===== config.mk =====
export PLATFORM = sky130hd
export DESIGN_NAME = intt_modmul
export DESIGN_NICKNAME = d
export VERILOG_FILES = /design/src/rtl/intt_pkg.sv /design/src/rtl/intt_modmul.sv
export SDC_FILE = /design/constraint.sdc
export NUM_CORES = 1
export LEC_CHECK = 0
export BUFFER_PORTS_ARGS = -buffer_cell sky130_fd_sc_hd__buf_4
export CORE_MARGIN = 1.5
export CORE_UTILIZATION = 23
export CTS_CLUSTER_SIZE = 28
export DETAILED_ROUTE_END_ITERATION = 6
export SYNTH_ARGS = -nofsm -noshare
export SYNTH_HDL_FRONTEND = slang
export SYNTH_SLANG_ARGS = --single-unit

===== constraint.sdc =====
create_clock -name clock -period 11.4 [get_ports clock]
set_input_delay 2.28 -clock clock [delete_from_list [all_inputs] [get_ports clock]]
set_output_delay 2.28 -clock clock [all_outputs]
set_load 0.05 [all_outputs]

===== src/rtl/intt_pkg.sv =====
// Package with types and constants shared by the inverse NTT engine.
package intt_pkg;

   localparam int CoeffCount = 256;
   localparam int AddrWidth = $clog2(CoeffCount);
   localparam int WordWidth = 23;
   localparam int LayerCount = $clog2(CoeffCount);
   localparam logic [WordWidth-1:0] ModulusReset = 23'd8380417;

   localparam logic [1:0] KIND_WRITE_COEFF = 2'd0;
   localparam logic [1:0] KIND_WRITE_TWIDDLE = 2'd1;
   localparam logic [1:0] KIND_RUN = 2'd2;
   localparam logic [1:0] KIND_READ_COEFF = 2'd3;

   typedef struct packed {
      logic [1:0] kind;
      logic [7:0] index;
      logic [WordWidth-1:0] value;
   } req_type;

   typedef struct packed {
      logic [WordWidth-1:0] data_out;
      logic transform_done;
   } rsp_type;

   typedef struct packed {
      logic start;
      logic [WordWidth-1:0] a;
      logic [WordWidth-1:0] b;
   } mul_req_type;

endpackage


===== src/rtl/intt_modmul.sv =====
// Sequential modular multiplier: one product bit per cycle, shift-and-add with reduction.
module intt_modmul (
   input  logic clock,
   input  logic reset,
   input  logic [intt_pkg::WordWidth-1:0] modulus,
   input  intt_pkg::mul_req_type mul_req,
   output logic busy,
   output logic [intt_pkg::WordWidth-1:0] product
);

   localparam int W = intt_pkg::WordWidth;

   logic [W-1:0] acc_ff, acc_in;
   logic [W-1:0] mcand_ff, mcand_in;
   logic [W-1:0] mplier_ff, mplier_in;
   logic [$clog2(W+1)-1:0] count_ff, count_in;
   logic busy_ff, busy_in;
   logic [W+1:0] dbl;
   logic [W+1:0] dred;
   logic [W+1:0] sum;
   logic [W+1:0] q;

   assign q = {2'b00, modulus};

   always_comb begin
      acc_in = acc_ff;
      mcand_in = mcand_ff;
      mplier_in = mplier_ff;
      count_in = count_ff;
      busy_in = busy_ff;
      dbl = {1'b0, acc_ff, 1'b0};
      dred = (dbl >= q) ? dbl - q : dbl;
      sum = dred + {2'b00, mcand_ff};
      if (mplier_ff[W-1]) begin
         sum = (sum >= q) ? sum - q : sum;
      end else begin
         sum = dred;
      end
      if (mul_req.start) begin
         acc_in = '0;
         mcand_in = mul_req.a;
         mplier_in = mul_req.b;
         count_in = ($clog2(W+1))'(W);
         busy_in = 1'b1;
      end else if (busy_ff) begin
         acc_in = sum[W-1:0];
         mplier_in = {mplier_ff[W-2:0], 1'b0};
         count_in = count_ff - ($clog2(W+1))'(1);
         if (count_ff == ($clog2(W+1))'(1)) begin
            busy_in = 1'b0;
         end
      end
   end

   always_ff @(posedge clock) begin
      if (reset) begin
         busy_ff <= 1'b0;
         count_ff <= '0;
      end else begin
         busy_ff <= busy_in;
         count_ff <= count_in;
      end
      acc_ff <= acc_in;
      mcand_ff <= mcand_in;
      mplier_ff <= mplier_in;
   end

   assign busy = busy_ff;
   assign product = acc_ff;

endmodule


Word level (Yosys, flattened, before mapping)
Cells that the tools add are included.
W data, S select, Z words.
{"block": "word_totals", "ff_bits": 75, "latchBits": 0, "ram_bits": 0, "mem_bits_ro": 0, "output_inout_bits": 24, "word_cells": 25, "mem_count": 0}
{"block": "op_classes", "addsub": 4, "n_mul": 0, "div_mod_pow": 0, "n_lt_le_gt_ge": 2, "n_eq_ne": 1, "n_shift": 0, "mux": 10, "bitwise": 0, "reduce_logical": 2}
{"op": "$mux W23", "count": 4}
{"op": "$add A25 B23 Y25", "count": 1}
{"op": "$ge A25 B23 Y1", "count": 1}
{"op": "$mux W25", "count": 1}
{"op": "$sub A24 B23 Y25", "count": 1}
{"op": "$ge A24 B23 Y1", "count": 1}
{"op": "$sub A23 B23 Y23", "count": 1}
{"op": "$mux W5", "count": 2}
{"op": "$eq A5 B1 Y1 const B", "count": 1}
{"op": "$sub A5 B1 Y5 const B", "count": 1}
{"op": "$mux W1", "count": 3}
{"op": "$reduce_bool A2 Y1", "count": 1}
{"op": "$reduce_or A2 Y1", "count": 1}

Longest topological paths before layout
{"block": "logic_depth", "depth_word": 6, "depth_mapped": 32}

Least setup slack after synthesis
OpenSTA, ideal clock, no wires.
{"block": "synth_timing", "kind": "in2reg", "start": "input modulus[14] in the netlist's numbering", "end": "register acc_ff[22], in the netlist product[22]", "arrival_ns": 8.753, "t_required_ns": 11.278, "setup_slack_ns": 2.526, "stages": 29, "n_path_buf": 2, "path_cell_list": "inv_1 > ha_1 > and3_2 > and3_1 > nand4_1 > or3_1 > o211ai_2 > clkbuf_1 > clkbuf_1 > a21oi_1 > ha_1 > nor2b_1 > o31a_1 > o21ba_2 > a221oi_1 > o21ai_0 > a21o_1 > a21oi_1 > xnor2_1 > ha_1 > o31a_1 > o21ai_0 > a21oi_1 > a311o_1 > a21oi_1 > or3b_1 > o21ai_4 > mux2_1 > a221o_1"}
{"block": "synth_via", "elab_chain_len": 6}
{"element": "from (decl)", "line_no": "intt_modmul.sv:5", "rtl": "input logic [intt_pkg::WordWidth-1:0] modulus,"}
{"element": "$sub A24 B23 Y25 / $ge A24 B23 Y1 (equally long branches)", "line_no": "intt_modmul.sv:32", "rtl": "dred = (dbl >= q) ? dbl - q : dbl;"}
{"element": "$mux W25", "line_no": "intt_modmul.sv:32"}
{"element": "$add A25 B23 Y25", "line_no": "intt_modmul.sv:33", "rtl": "sum = dred + {2'b00, mcand_ff};"}
{"element": "$sub A23 B23 Y23 / $ge A25 B23 Y1 (equally long branches)", "line_no": "intt_modmul.sv:35", "rtl": "sum = (sum >= q) ? sum - q : sum;"}
{"element": "$mux W23", "line_no": "intt_modmul.sv:35"}
{"element": "$mux W23 (*)", "line_no": "intt_modmul.sv:34", "rtl": "if (mplier_ff[W-1]) begin"}
{"element": "to (signal assigned)", "line_no": "intt_modmul.sv:63", "rtl": "acc_ff <= acc_in;"}
{"element": "to (decl)", "line_no": "intt_modmul.sv:13", "rtl": "logic [W-1:0] acc_ff, acc_in;"}
Every way passes the cells marked *; elsewhere a longest branch is shown, timed or not.
A chain may end at the register's enable or synchronous reset.

Final worst setup path
{"block": "layout_timing", "start": "input modulus[10] in the netlist's numbering", "end": "register acc_ff[0], in the netlist product[0]"}
{"block": "layout_via", "elab_chain_len": 6}
{"element": "$sub A24 B23 Y25 / $ge A24 B23 Y1 (equally long branches)", "line_no": "intt_modmul.sv:32"}
{"element": "$mux W25", "line_no": "intt_modmul.sv:32"}
{"element": "$add A25 B23 Y25", "line_no": "intt_modmul.sv:33"}
{"element": "$ge A25 B23 Y1 / $sub A23 B23 Y23 (equally long branches)", "line_no": "intt_modmul.sv:35"}
{"element": "$mux W23", "line_no": "intt_modmul.sv:35"}
{"element": "$mux W23 (*)", "line_no": "intt_modmul.sv:34"}
Marks and branches as above.

==> impl_metrics.toml <==
[outcome]
status = "finished clean"

[timing]
fmax_ghz = 0.101
rsz0062_at_grt = "false"
slew_violations = 0
setup_viol_count_final = 0
tightest_slew_ns = 1.11
period_share = 0.872
fin_crit_ns = 9.94
skew_ns = 0.0103
setup_tns_ns = 0
hold_viol = 0
slew_headroom = 0.256

[die]
die_y_um = 176
io-pin-count = 96
placeableCoreArea_um2 = 29600
dieArea_um2 = 31100
placementRows = 63
start_util = 0.233
die_width_um = 176

[critical_path]
cp-end-kind = "register"
path_class = "primary input to register"
cp_slowest_cell = "o211ai_2"
cp_slowest_stage_delay_ns = 0.86
cp.arrival_ns = 10.21
worstPathRequired_ns = 11.67
cp_max_fo = 22
cp-start-kind = "primary input"

[logic_synthesis]
syn_area_per_cell_um2 = 8.73
synth-simple-area-share = 0.144
syn_area_um2 = 6910
synth-edff-count = 46
synth_top_family_by_area = "compound AO/OA/AOI/OAI gates"
synth_warnings = 0
synthTopCellsByCount = "ha_1 (72), nor2_1 (72), a21oi_1 (67), inv_1 (52), nand2_1 (51)"
ys_seq_area_frac = 0.284
synth_ff_type = "edfxtp_1"
synthCells = 792
synth-seq-cells = 75
synthAdderAreaFrac = 0.139
synth-compound-area-share = 0.233
synth_mux_area_frac = 0.0825
synth_top_area_cell = "edfxtp_1"
synth_cell_types = 64
synthXorXnorAreaFrac = 0.0747
synth_fp_nets = 939
yosysTopAreaCellShare = 0.200
synth_area_leaders = "edfxtp_1 (20%), ha_1 (13%), dfxtp_1 (8.4%)"
synthArstFlopShare = 0

[drt]
drc = 0
vias = 6191
vias_per_cell = 4.86
wl_per_cell_um = 16.4
totalWireLength_um = 20900
firstDrtPassIters = 5
drtAntennaViolNets = 0
drtIter0Drc = 442

[layout]
syn_to_final_growth_pct = 20.5
fillers = 3224
fin_nets = 1026
drive_gt1_frac = 0.176

[clocking]
cts_made_buffers = 9
clk_pin_slew_ns = 0.07
post_cts_buffers = 0
cts_tree = "done"
cts_buffer_depth = 2
cts.sinks = 75
hold_buffers = 0
root_buffer = "clkbuf_16"
htree_levels = 3
ctsResizeCount = 0
clock_latency_ns = 0.34

[global_routing]
grt_use_total = 0.133
grt_pass1_vias = 6073
grt_start_max_net_pins = 62
grt_pass1_wl_um = 32100
antenna_found_initial = 3
grt_overflow_total = 0

[placement]
gp_congestion = 0.921
io_buffers = 95
post-dp-hpwl_um = 16700

[run]
cap_violations = 0

[min_path]
hold_path.class = "register to register"
## cells by family after synthesis
family                   count (synthesis)
flip-flops                              75
AND/OR/NAND/NOR                        209
AO/OA/AOI/OAI                          246
multiplexers                            53
XOR/XNOR                                59
buffers and inverters                   75
adder cells (fa/ha/maj)                 75
## cell usage in the layout, fill, tap and decap left out, types with 11 or more instances in the layout
| master | n |
|---|---|
| o21ai_1 | 11 |
| a22oi_1 | 11 |
| o21a_1 | 11 |
| nand3_1 | 15 |
| ha_1 | 72 |
| edfxtp_1 | 46 |
| o21ai_0 | 39 |
| xor2_1 | 15 |
| mux2i_1 | 21 |
| xnor2_1 | 44 |
| inv_1 | 52 |
| a21o_1 | 27 |
| mux2_2 | 31 |
| o211ai_1 | 11 |
| nor2_1 | 72 |
| a21oi_1 | 67 |
| buf_4 | 99 |
| nand2_1 | 51 |
| dfxtp_1 | 29 |
## per-stage QoR
step	hold WS, ns	setup WS, ns	area (um2)	util	cells
global route	0.570	0.946	8330	0.281	1274
CTS	0.543	1.51	8330	0.281	1274
detailed placement	0.534	1.16	8050	0.272	1258
finish	0.540	1.46	8330	0.281	1275
floorplan	0.525	2.53	6910	-	792
global placement	0.529	1.37	8050	0.272	1258
## area by class of cell
type	count	area [um2]	share of cell area
multi-input cells	642	4660	0.559
flip-flops and latches	75	1960	0.235
repair buffers	99	743	0.0892
well taps	390	488	0.0586
clock buffers	9	225	0.0270
inverters	52	195	0.0234
clock inverters	7	55.1	0.00661
diodes	1	2.50	0.000300
## registers in the layout, indices dropped and copies added, names as in the netlist
| register | cells |
|---|---|
| busy | 1 |
| count_ff | 5 |
| mcand_ff | 23 |
| mplier_ff | 23 |
| product | 23 |
## layer usage
layer  wire length, um  track usage  vias to the layer above
met5                17            0                        -
met4               707       0.0604                        2
met3              1540       0.0362                       36
met2              8910        0.202                      188
met1              9690        0.176                     2845
li1                  -            -                     3120
## worst max-delay path, delay by kind of cell
| kind | cells | cell delay, ns |
|---|---|---|
| AND/OR/NAND/NOR | 6 | 1.45 |
| XOR/XNOR | 1 | 0.22 |
| multiplexers | 2 | 0.81 |
| AO/OA/AOI/OAI | 13 | 3.75 |
| buffers and inverters | 4 | 0.57 |
| adder cells (fa/ha/maj) | 3 | 1.10 |
## worst paths after layout
path | from | end | slack (ns) | depth (start not counted)
hold / removal | product[8] | product[8] | 0.54 | 2
setup / recovery | modulus[10] | product[0] | 1.46 | 29
hold reg to reg | product[8] | product[8] | 0.54 | 2
setup reg to reg | product[13] | product[0] | 3.15 | 27
Power is left out: the tool's default activity adds up to more than one toggle a clock period on the data nets, which glitch-free logic cannot reach.
